[src/hdl/stb_pkg.sv]
// Shared types and constants of the software timer bank.
// Holds sizes, operation and result codes, sequencer states and transaction structs.
// No dependencies; every other file in hdl/ uses it by scoped names.
package stb_pkg;

    localparam int NUM_TIMERS  = 16;
    localparam int COUNT_WIDTH = 32;
    localparam int ID_W        = 4;                         // timer id field width
    localparam int TICKS_W     = 32;                        // ticks field width
    localparam int IDX_W       = $clog2(NUM_TIMERS);        // store index width
    localparam int CNT_W       = $clog2(NUM_TIMERS + 1);    // holds 0..NUM_TIMERS

    typedef enum logic [2:0] {
        OP_TICK  = 3'd0,
        OP_ALLOC = 3'd1,
        OP_START = 3'd2,
        OP_STOP  = 3'd3,
        OP_QUERY = 3'd4
    } op_t;

    typedef enum logic [1:0] {
        KIND_ID      = 2'd0,
        KIND_REFUSED = 2'd1,
        KIND_QUERY   = 2'd2,
        KIND_NOTICE  = 2'd3
    } kind_t;

    typedef enum logic [1:0] {
        ST_IDLE,
        ST_READ,
        ST_EXEC,
        ST_FLUSH
    } state_t;

    typedef struct packed {
        logic [2:0]         operation;
        logic [ID_W-1:0]    timer_id;
        logic [TICKS_W-1:0] ticks;
        logic               periodic;
        logic               notify;
    } cmd_t;

    typedef struct packed {
        logic [1:0]      kind;
        logic [ID_W-1:0] result_id;
        logic            expired_flag;
        logic            last;
    } rsp_t;

    // Count/period store access from the sequencer
    typedef struct packed {
        logic                   we;      // write count at waddr
        logic                   load;    // also write period (start)
        logic [IDX_W-1:0]       waddr;
        logic [IDX_W-1:0]       raddr;
        logic [COUNT_WIDTH-1:0] wdata;
    } mem_req_t;

endpackage

[src/hdl/stb_mem.sv]
// Count and period stores of the timer bank, one write and one registered read port each.
// Depends on stb_pkg.
module stb_mem
(
    input  logic                           clk,
    input  stb_pkg::mem_req_t              mem_req,
    output logic [stb_pkg::COUNT_WIDTH-1:0] rd_count,
    output logic [stb_pkg::COUNT_WIDTH-1:0] rd_period
);

    logic [stb_pkg::COUNT_WIDTH-1:0] count_mem  [stb_pkg::NUM_TIMERS];
    logic [stb_pkg::COUNT_WIDTH-1:0] period_mem [stb_pkg::NUM_TIMERS];

    // Writes
    always_ff @(posedge clk)
    begin
        if (mem_req.we)
        begin
            count_mem[mem_req.waddr] <= mem_req.wdata;
            if (mem_req.load)
            begin
                period_mem[mem_req.waddr] <= mem_req.wdata;
            end
        end
    end

    // Registered reads
    always_ff @(posedge clk)
    begin
        rd_count  <= count_mem[mem_req.raddr];
        rd_period <= period_mem[mem_req.raddr];
    end

endmodule

[src/hdl/stb_ctrl.sv]
// Sequencer of the timer bank: command decode, timer marks, shared decrement unit,
// pending-notice hold and the result register.
// Depends on stb_pkg; drives the stores in stb_mem.
module stb_ctrl
(
    input  logic                            clk,
    input  logic                            rst_n,
    input  logic                            cmd_valid,
    output logic                            cmd_stall,
    input  stb_pkg::cmd_t                   cmd,
    output logic                            rsp_valid,
    input  logic                            rsp_stall,
    output stb_pkg::rsp_t                   rsp,
    output stb_pkg::mem_req_t               mem_req,
    input  logic [stb_pkg::COUNT_WIDTH-1:0] rd_count,
    input  logic [stb_pkg::COUNT_WIDTH-1:0] rd_period
);

    stb_pkg::state_t                state_reg, state_next;
    logic [stb_pkg::CNT_W-1:0]      t_reg, t_next;
    logic [stb_pkg::CNT_W-1:0]      alloc_reg, alloc_next;
    logic [stb_pkg::NUM_TIMERS-1:0] running_reg, running_next;
    logic [stb_pkg::NUM_TIMERS-1:0] expired_reg, expired_next;
    logic [stb_pkg::NUM_TIMERS-1:0] periodic_reg, periodic_next;
    logic [stb_pkg::NUM_TIMERS-1:0] notify_reg, notify_next;
    logic                           pend_vld_reg, pend_vld_next;
    logic [stb_pkg::IDX_W-1:0]      pend_id_reg, pend_id_next;
    logic                           out_vld_reg, out_vld_next;
    stb_pkg::rsp_t                  out_reg, out_next;

    logic                           out_free;
    logic                           accept;
    logic [stb_pkg::IDX_W-1:0]      cmd_idx;
    logic [stb_pkg::IDX_W-1:0]      idx;
    logic [stb_pkg::COUNT_WIDTH-1:0] dec;
    logic                           hit;
    logic                           notice;
    logic                           blocked;

    assign out_free  = !out_vld_reg || !rsp_stall;
    assign cmd_stall = (state_reg != stb_pkg::ST_IDLE) || !out_free;
    assign accept    = cmd_valid && !cmd_stall;
    assign cmd_idx   = stb_pkg::IDX_W'(cmd.timer_id);
    assign idx       = t_reg[stb_pkg::IDX_W-1:0];

    // Shared decrement and zero compare
    assign dec     = rd_count - stb_pkg::COUNT_WIDTH'(1);
    assign hit     = (dec == '0);
    assign notice  = running_reg[idx] && hit && notify_reg[idx];
    assign blocked = notice && pend_vld_reg && !out_free;

    assign rsp_valid = out_vld_reg;
    assign rsp       = out_reg;

    // Next state and datapath control
    always_comb
    begin
        state_next    = state_reg;
        t_next        = t_reg;
        alloc_next    = alloc_reg;
        running_next  = running_reg;
        expired_next  = expired_reg;
        periodic_next = periodic_reg;
        notify_next   = notify_reg;
        pend_vld_next = pend_vld_reg;
        pend_id_next  = pend_id_reg;
        out_vld_next  = out_vld_reg && rsp_stall;
        out_next      = out_reg;
        mem_req       = '0;
        mem_req.raddr = idx;

        unique case (state_reg)
            stb_pkg::ST_IDLE:
            begin
                if (accept)
                begin
                    unique case (cmd.operation)
                        stb_pkg::OP_TICK:
                        begin
                            t_next        = '0;
                            pend_vld_next = 1'b0;
                            state_next    = stb_pkg::ST_READ;
                        end
                        stb_pkg::OP_ALLOC:
                        begin
                            out_vld_next          = 1'b1;
                            out_next.expired_flag = 1'b0;
                            out_next.last         = 1'b1;
                            if (alloc_reg >= stb_pkg::CNT_W'(stb_pkg::NUM_TIMERS))
                            begin
                                out_next.kind      = stb_pkg::KIND_REFUSED;
                                out_next.result_id = '0;
                            end
                            else
                            begin
                                out_next.kind      = stb_pkg::KIND_ID;
                                out_next.result_id = stb_pkg::ID_W'(alloc_reg);
                                alloc_next         = alloc_reg + 1'b1;
                            end
                        end
                        stb_pkg::OP_START:
                        begin
                            if (stb_pkg::CNT_W'(cmd.timer_id) < alloc_reg)
                            begin
                                mem_req.we             = 1'b1;
                                mem_req.load           = 1'b1;
                                mem_req.waddr          = cmd_idx;
                                mem_req.wdata          = stb_pkg::COUNT_WIDTH'(cmd.ticks);
                                periodic_next[cmd_idx] = cmd.periodic;
                                notify_next[cmd_idx]   = cmd.notify;
                                expired_next[cmd_idx]  = 1'b0;
                                running_next[cmd_idx]  = 1'b1;
                            end
                        end
                        stb_pkg::OP_STOP:
                        begin
                            running_next[cmd_idx] = 1'b0;
                            expired_next[cmd_idx] = 1'b0;
                        end
                        stb_pkg::OP_QUERY:
                        begin
                            out_vld_next          = 1'b1;
                            out_next.kind         = stb_pkg::KIND_QUERY;
                            out_next.result_id    = cmd.timer_id;
                            out_next.expired_flag = expired_reg[cmd_idx];
                            out_next.last         = 1'b1;
                            expired_next[cmd_idx] = 1'b0;
                        end
                        default:
                        begin
                            // unused codes: no effect
                        end
                    endcase
                end
            end

            // Read slot: address t is presented to the stores
            stb_pkg::ST_READ:
            begin
                if (t_reg >= alloc_reg)
                begin
                    state_next = stb_pkg::ST_FLUSH;
                end
                else
                begin
                    state_next = stb_pkg::ST_EXEC;
                end
            end

            // Execute slot: decrement, reload or stop, hold notice
            stb_pkg::ST_EXEC:
            begin
                if (!blocked)
                begin
                    if (running_reg[idx])
                    begin
                        mem_req.we    = 1'b1;
                        mem_req.waddr = idx;
                        mem_req.wdata = (hit && periodic_reg[idx]) ? rd_period : dec;
                        if (hit)
                        begin
                            expired_next[idx] = 1'b1;
                            if (!periodic_reg[idx])
                            begin
                                running_next[idx] = 1'b0;
                            end
                        end
                    end
                    if (notice)
                    begin
                        if (pend_vld_reg)
                        begin
                            out_vld_next          = 1'b1;
                            out_next.kind         = stb_pkg::KIND_NOTICE;
                            out_next.result_id    = stb_pkg::ID_W'(pend_id_reg);
                            out_next.expired_flag = 1'b0;
                            out_next.last         = 1'b0;
                        end
                        pend_vld_next = 1'b1;
                        pend_id_next  = idx;
                    end
                    t_next     = t_reg + 1'b1;
                    state_next = stb_pkg::ST_READ;
                end
            end

            // End of tick: release the held notice as the last one
            stb_pkg::ST_FLUSH:
            begin
                if (!pend_vld_reg)
                begin
                    state_next = stb_pkg::ST_IDLE;
                end
                else if (out_free)
                begin
                    out_vld_next          = 1'b1;
                    out_next.kind         = stb_pkg::KIND_NOTICE;
                    out_next.result_id    = stb_pkg::ID_W'(pend_id_reg);
                    out_next.expired_flag = 1'b0;
                    out_next.last         = 1'b1;
                    pend_vld_next         = 1'b0;
                    state_next            = stb_pkg::ST_IDLE;
                end
            end

            default:
            begin
                state_next = stb_pkg::ST_IDLE;
            end
        endcase
    end

    // Control registers
    always_ff @(posedge clk or negedge rst_n)
    begin
        if (!rst_n)
        begin
            state_reg    <= stb_pkg::ST_IDLE;
            t_reg        <= '0;
            alloc_reg    <= stb_pkg::CNT_W'(1);
            running_reg  <= '0;
            expired_reg  <= '0;
            pend_vld_reg <= 1'b0;
            out_vld_reg  <= 1'b0;
        end
        else
        begin
            state_reg    <= state_next;
            t_reg        <= t_next;
            alloc_reg    <= alloc_next;
            running_reg  <= running_next;
            expired_reg  <= expired_next;
            pend_vld_reg <= pend_vld_next;
            out_vld_reg  <= out_vld_next;
        end
    end

    // Payload registers
    always_ff @(posedge clk)
    begin
        periodic_reg <= periodic_next;
        notify_reg   <= notify_next;
        pend_id_reg  <= pend_id_next;
        out_reg      <= out_next;
    end

endmodule

[src/hdl/software_timer_bank.sv]
// Bank of down-counting timers: top level, sequencer plus count/period stores.
// Allocate, start, stop and query are handled in the idle state; a tick is swept by one decrement
// unit visiting each allocated timer through a read slot and an execute slot.
// A result register held by rsp_stall can hold up a tick sweep. cmd_stall is high meanwhile.
// Reset: running and expired marks cleared, allocation count one; stores undefined until started.
// Depends on stb_pkg, stb_mem and stb_ctrl.
module software_timer_bank
(
    input  logic          clk,
    input  logic          rst_n,
    input  logic          cmd_valid,
    output logic          cmd_stall,
    input  stb_pkg::cmd_t cmd,
    output logic          rsp_valid,
    input  logic          rsp_stall,
    output stb_pkg::rsp_t rsp
);

    stb_pkg::mem_req_t               mem_req;
    logic [stb_pkg::COUNT_WIDTH-1:0] rd_count;
    logic [stb_pkg::COUNT_WIDTH-1:0] rd_period;

    // Sequencer
    stb_ctrl u_ctrl
    (
        .clk       (clk),
        .rst_n     (rst_n),
        .cmd_valid (cmd_valid),
        .cmd_stall (cmd_stall),
        .cmd       (cmd),
        .rsp_valid (rsp_valid),
        .rsp_stall (rsp_stall),
        .rsp       (rsp),
        .mem_req   (mem_req),
        .rd_count  (rd_count),
        .rd_period (rd_period)
    );

    // Count and period stores
    stb_mem u_mem
    (
        .clk       (clk),
        .mem_req   (mem_req),
        .rd_count  (rd_count),
        .rd_period (rd_period)
    );

endmodule

[config.mk]
export PLATFORM = sky130hd
export DESIGN_NAME = software_timer_bank
export DESIGN_NICKNAME = d
export VERILOG_FILES = /design/src/hdl/stb_pkg.sv /design/src/hdl/stb_mem.sv /design/src/hdl/stb_ctrl.sv /design/src/hdl/software_timer_bank.sv
export SDC_FILE = /design/constraint.sdc
export NUM_CORES = 1
export LEC_CHECK = 0
export BUFFER_PORTS_ARGS = -buffer_cell sky130_fd_sc_hd__buf_2
export CORE_UTILIZATION = 67
export DETAILED_ROUTE_END_ITERATION = 6
export PLACE_DENSITY = 0.91
export SLEW_MARGIN = 20
export SYNTH_ARGS = -nofsm -noshare
export SYNTH_HDL_FRONTEND = slang
export SYNTH_SLANG_ARGS = --single-unit
[constraint.sdc]
create_clock -name clk -period 11.3 [get_ports clk]
set_clock_uncertainty 0.2 [all_clocks]
set_input_delay 1.13 -clock clk [delete_from_list [all_inputs] [get_ports clk]]
set_output_delay 1.13 -clock clk [all_outputs]
set_load 0.01 [all_outputs]
==> impl_results.rst <==
.. list-table::
   :header-rows: 1

   * - Metric
     - Value
   * - Result of the run
     - finished, violations left
   * - Post-synthesis instance total
     - 2,224
   * - Core Box Area
     - 67,800 um2
   * - Max-cap violation count
     - 0
   * - Violations in the final reports
     - design-rule violations
   * - Initial standard-cell utilization of the core
     - 68.3%
   * - Weighted congestion reported at the end of routability-driven placement
     - 1.01
   * - Commonest cells after routing, fill and taps aside
     - sky130_fd_sc_hd__edfxtp_1, sky130_fd_sc_hd__mux4_2, sky130_fd_sc_hd__clkbuf_16, sky130_fd_sc_hd__nand2_1, sky130_fd_sc_hd__o21ai_0
   * - Number of H-tree levels
     - 3
   * - Total half-perimeter wirelength after legalization and detailed placement
     - 67.1 mm
   * - Total of buffers placed on input and output ports
     - 54
   * - Site Rows
     - 95
   * - Wirelength, routed
     - 136 mm
   * - Relative area change from synthesis to final layout
     - 11.4%
   * - Clock tree from TritonCTS
     - yes
   * - CTS Hold Bufs
     - 0
   * - Cell Area, Synth
     - 46,300 um2
   * - Via Count
     - 26.5k
   * - Horizontal extent of the die
     - 265 um
   * - Setup-failing EPs final
     - 0
   * - Number of nets in the layout
     - 2,389
   * - Top Ports
     - 55
   * - TritonCTS buffer count
     - 109
   * - Vias per cell
     - 8.03
   * - Initial detailed-routing violation count
     - 5,275
   * - Average size of a mapped cell
     - 20.8 um2
   * - Most common cell after layout, fill and taps aside
     - sky130_fd_sc_hd__edfxtp_1
   * - Critical register-to-register path endpoint
     - u_mem.count_mem[2][9]
   * - Register bit count reported by yosys
     - 1,178
   * - Yosys warnings
     - 0
   * - Grt ovf
     - 0
   * - Registers with the most flip-flops
     - u_mem.count_mem: 512 flops, u_mem.period_mem: 512 flops
   * - CTS Root Cell
     - sky130_fd_sc_hd__clkbuf_16
   * - Overall die area
     - 70,100 um2
   * - Most used DFF post-synth
     - sky130_fd_sc_hd__edfxtp_1
   * - Number of search-and-repair iterations in the first detailed-routing pass
     - 7
   * - Synthesized netlist net count
     - 2,285
   * - Pwr per Cell Area
     - 233 nW/um2
   * - Total power draw
     - 12.0 mW
   * - Fraction of layout instances using a drive strength above 1
     - 28.1%
   * - Async set-reset flop share out of synthesis
     - 3.90%
   * - Final TNS setup
     - 0 ns
   * - Max-slew violations
     - 0
   * - Time the final worst path needs with I/O delays and setup
     - 6.89 ns
   * - Critical path type
     - flop to flop
   * - Period utilization
     - 61.0%
   * - Antenna violations before repair
     - 8
   * - Maximum operating frequency
     - 0.145 GHz
   * - Clock net sink count
     - 1,178
   * - Worst-case headroom to the max-slew limit
     - 20.7%
   * - CTS max path bufs
     - 3
   * - Crit Path Max Fanout
     - 32
   * - Final worst-path setup slack
     - 4.41 ns
   * - Class of the tightest hold or removal check
     - primary input to asynchronous set/reset pin
   * - Clk pin slew, worst setup/hold paths
     - 0.07 ns
   * - Start of the worst register-to-register path
     - u_mem.rd_count[1]
   * - DRC violations left
     - 166
   * - Critical path startpoint category
     - flop
   * - Data arrival time of the critical path
     - 7.04 ns
   * - Peak supply drop
     - 206 uV
   * - Number of failing hold endpoints at the final stage
     - 0
   * - Transition time at the pin with the least slew margin
     - 1.18 ns
   * - Data required, critical path
     - 11.45 ns
   * - Leakage power of the design
     - 16.2 nW
   * - Count of cells resized by post-cts repair
     - 0
   * - Number of unique standard cell types used by synthesis
     - 80
   * - Hold Slack
     - 0.267 ns
   * - Via count of the first global-routing pass
     - 26.6k
   * - Post-detailed-route count of antenna-violating nets
     - 0
   * - Insertion delay to the later sink of the worst-skew pair
     - 0.71 ns
   * - Die boundary height
     - 265 um
   * - Sequential element share of the synthesized area
     - 74.6%
   * - Global-route total usage across every layer
     - 39.9%
   * - Setup repair after global routing missed its margin
     - false
   * - Fillers
     - 3,213
   * - Path depth of the worst reg2reg path
     - 10
   * - Worst Setup Slack post-DPL
     - 5.43 ns
   * - Post-CTS repair timing setup buffer count
     - 0
   * - Number of flops mapped to enable cells by yosys
     - 1,068
   * - Nature of the critical path endpoint
     - flop
   * - Beginning of the critical path
     - u_mem.rd_count[1]
   * - Pin count of the biggest net entering global routing
     - 122
   * - Slack of the worst reg-to-reg path
     - 4.41 ns
   * - Average wire per standard cell
     - 41.3 um
   * - First-pass GRT wire length
     - 193 mm
-- metrics by stage --
stage | cell area [um2] | utilization [%] | cells
5_1_grt | 51600 | 76.1 | 3298
4_1_cts | 51500 | 76.0 | 3294
2_1_floorplan | 46300 | - | 2224
3_3_place_gp | 47800 | 70.6 | 3087
6_report | 51600 | 76.1 | 3298
3_5_place_dp | 47800 | 70.6 | 3087
-- synthesized netlist by cell type (14+ instances only) --
cell	count	area [um2]
sky130_fd_sc_hd__buf_1	20	75.1
sky130_fd_sc_hd__ha_1	16	200
sky130_fd_sc_hd__a22o_1	32	280
sky130_fd_sc_hd__a41oi_1	14	123
sky130_fd_sc_hd__clkbuf_1	87	327
sky130_fd_sc_hd__nand4_1	17	106
sky130_fd_sc_hd__nand2_1	69	259
sky130_fd_sc_hd__inv_1	36	135
sky130_fd_sc_hd__mux4_2	338	7610
sky130_fd_sc_hd__dfrtp_1	45	1130
sky130_fd_sc_hd__o21ai_0	68	340
sky130_fd_sc_hd__nand2b_1	15	93.8
sky130_fd_sc_hd__a21oi_1	18	90.1
sky130_fd_sc_hd__nand3_1	19	95.1
sky130_fd_sc_hd__nor2_1	72	270
sky130_fd_sc_hd__nor3_1	29	145
sky130_fd_sc_hd__o31ai_1	20	150
sky130_fd_sc_hd__edfxtp_1	1068	32100
sky130_fd_sc_hd__dfxtp_1	64	1280
-- cell type report --
class / count / area [um2] / share of cell area, %
Sequential cell: 1178 / 34500 / 67.0
Timing Repair Buffer: 110 / 742 / 1.44
Antenna cell: 1 / 2.50 / 0.00485
Clock buffer: 153 / 3050 / 5.91
Multi-Input combinational cell: 891 / 11400 / 22.1
Inverter: 38 / 148 / 0.286
Clock inverter: 54 / 597 / 1.16
Tap cell: 873 / 1090 / 2.12
-- cell families after synthesis --
family,Yosys count,share of synthesized area (%)
AND/OR/NAND/NOR,299,3.47
multiplexers,349,16.7
buffers and inverters,155,1.30
flip-flops,1178,74.6
adder cells (fa/ha/maj),16,0.433
XOR/XNOR,26,0.492
AO/OA/AOI/OAI,201,3.04
-- how the worst max path moves through the flow --
stage / to / slack [ns]
floorplan: u_mem.period_mem[5][0] / 3.87
detailed placement: u_mem.period_mem[13][12] / 5.43
global route: u_mem.period_mem[0][9] / 4.40
CTS: u_mem.period_mem[0][9] / 4.86
global placement: u_mem.period_mem[15][7] / 5.88
finish: u_mem.count_mem[2][9] / 4.41
-- power by group --
part / internal, mW / leakage (nW) / switching [mW]
Clock: 2.10 / 1.77 / 1.68
Combinational: 1.36 / 3.84 / 1.49
Sequential: 4.99 / 10.6 / 0.408
-- layer usage --
layer	vias up	track usage [%]	part of all wire, %
met4	12	24.1	8.0
met5	-	0	0.054
li1	9496	-	-
met2	3006	61.1	46
met3	812	13.7	15
met1	13200	49.8	31
-- critical path, stage by stage, from the launching register on --
cell                      delay, ns
sky130_fd_sc_hd__dfxtp_1       0.39
sky130_fd_sc_hd__inv_1         0.14
sky130_fd_sc_hd__ha_1          0.29
sky130_fd_sc_hd__nor3b_4       0.59
sky130_fd_sc_hd__nand4_1       0.57
sky130_fd_sc_hd__o31ai_1       0.76
sky130_fd_sc_hd__nand4_1       0.39
sky130_fd_sc_hd__nor3_2        0.72
sky130_fd_sc_hd__nand3_2       0.87
sky130_fd_sc_hd__o21ai_0       0.63
sky130_fd_sc_hd__a22o_1        0.92
(Power assumes the default switching activity.)
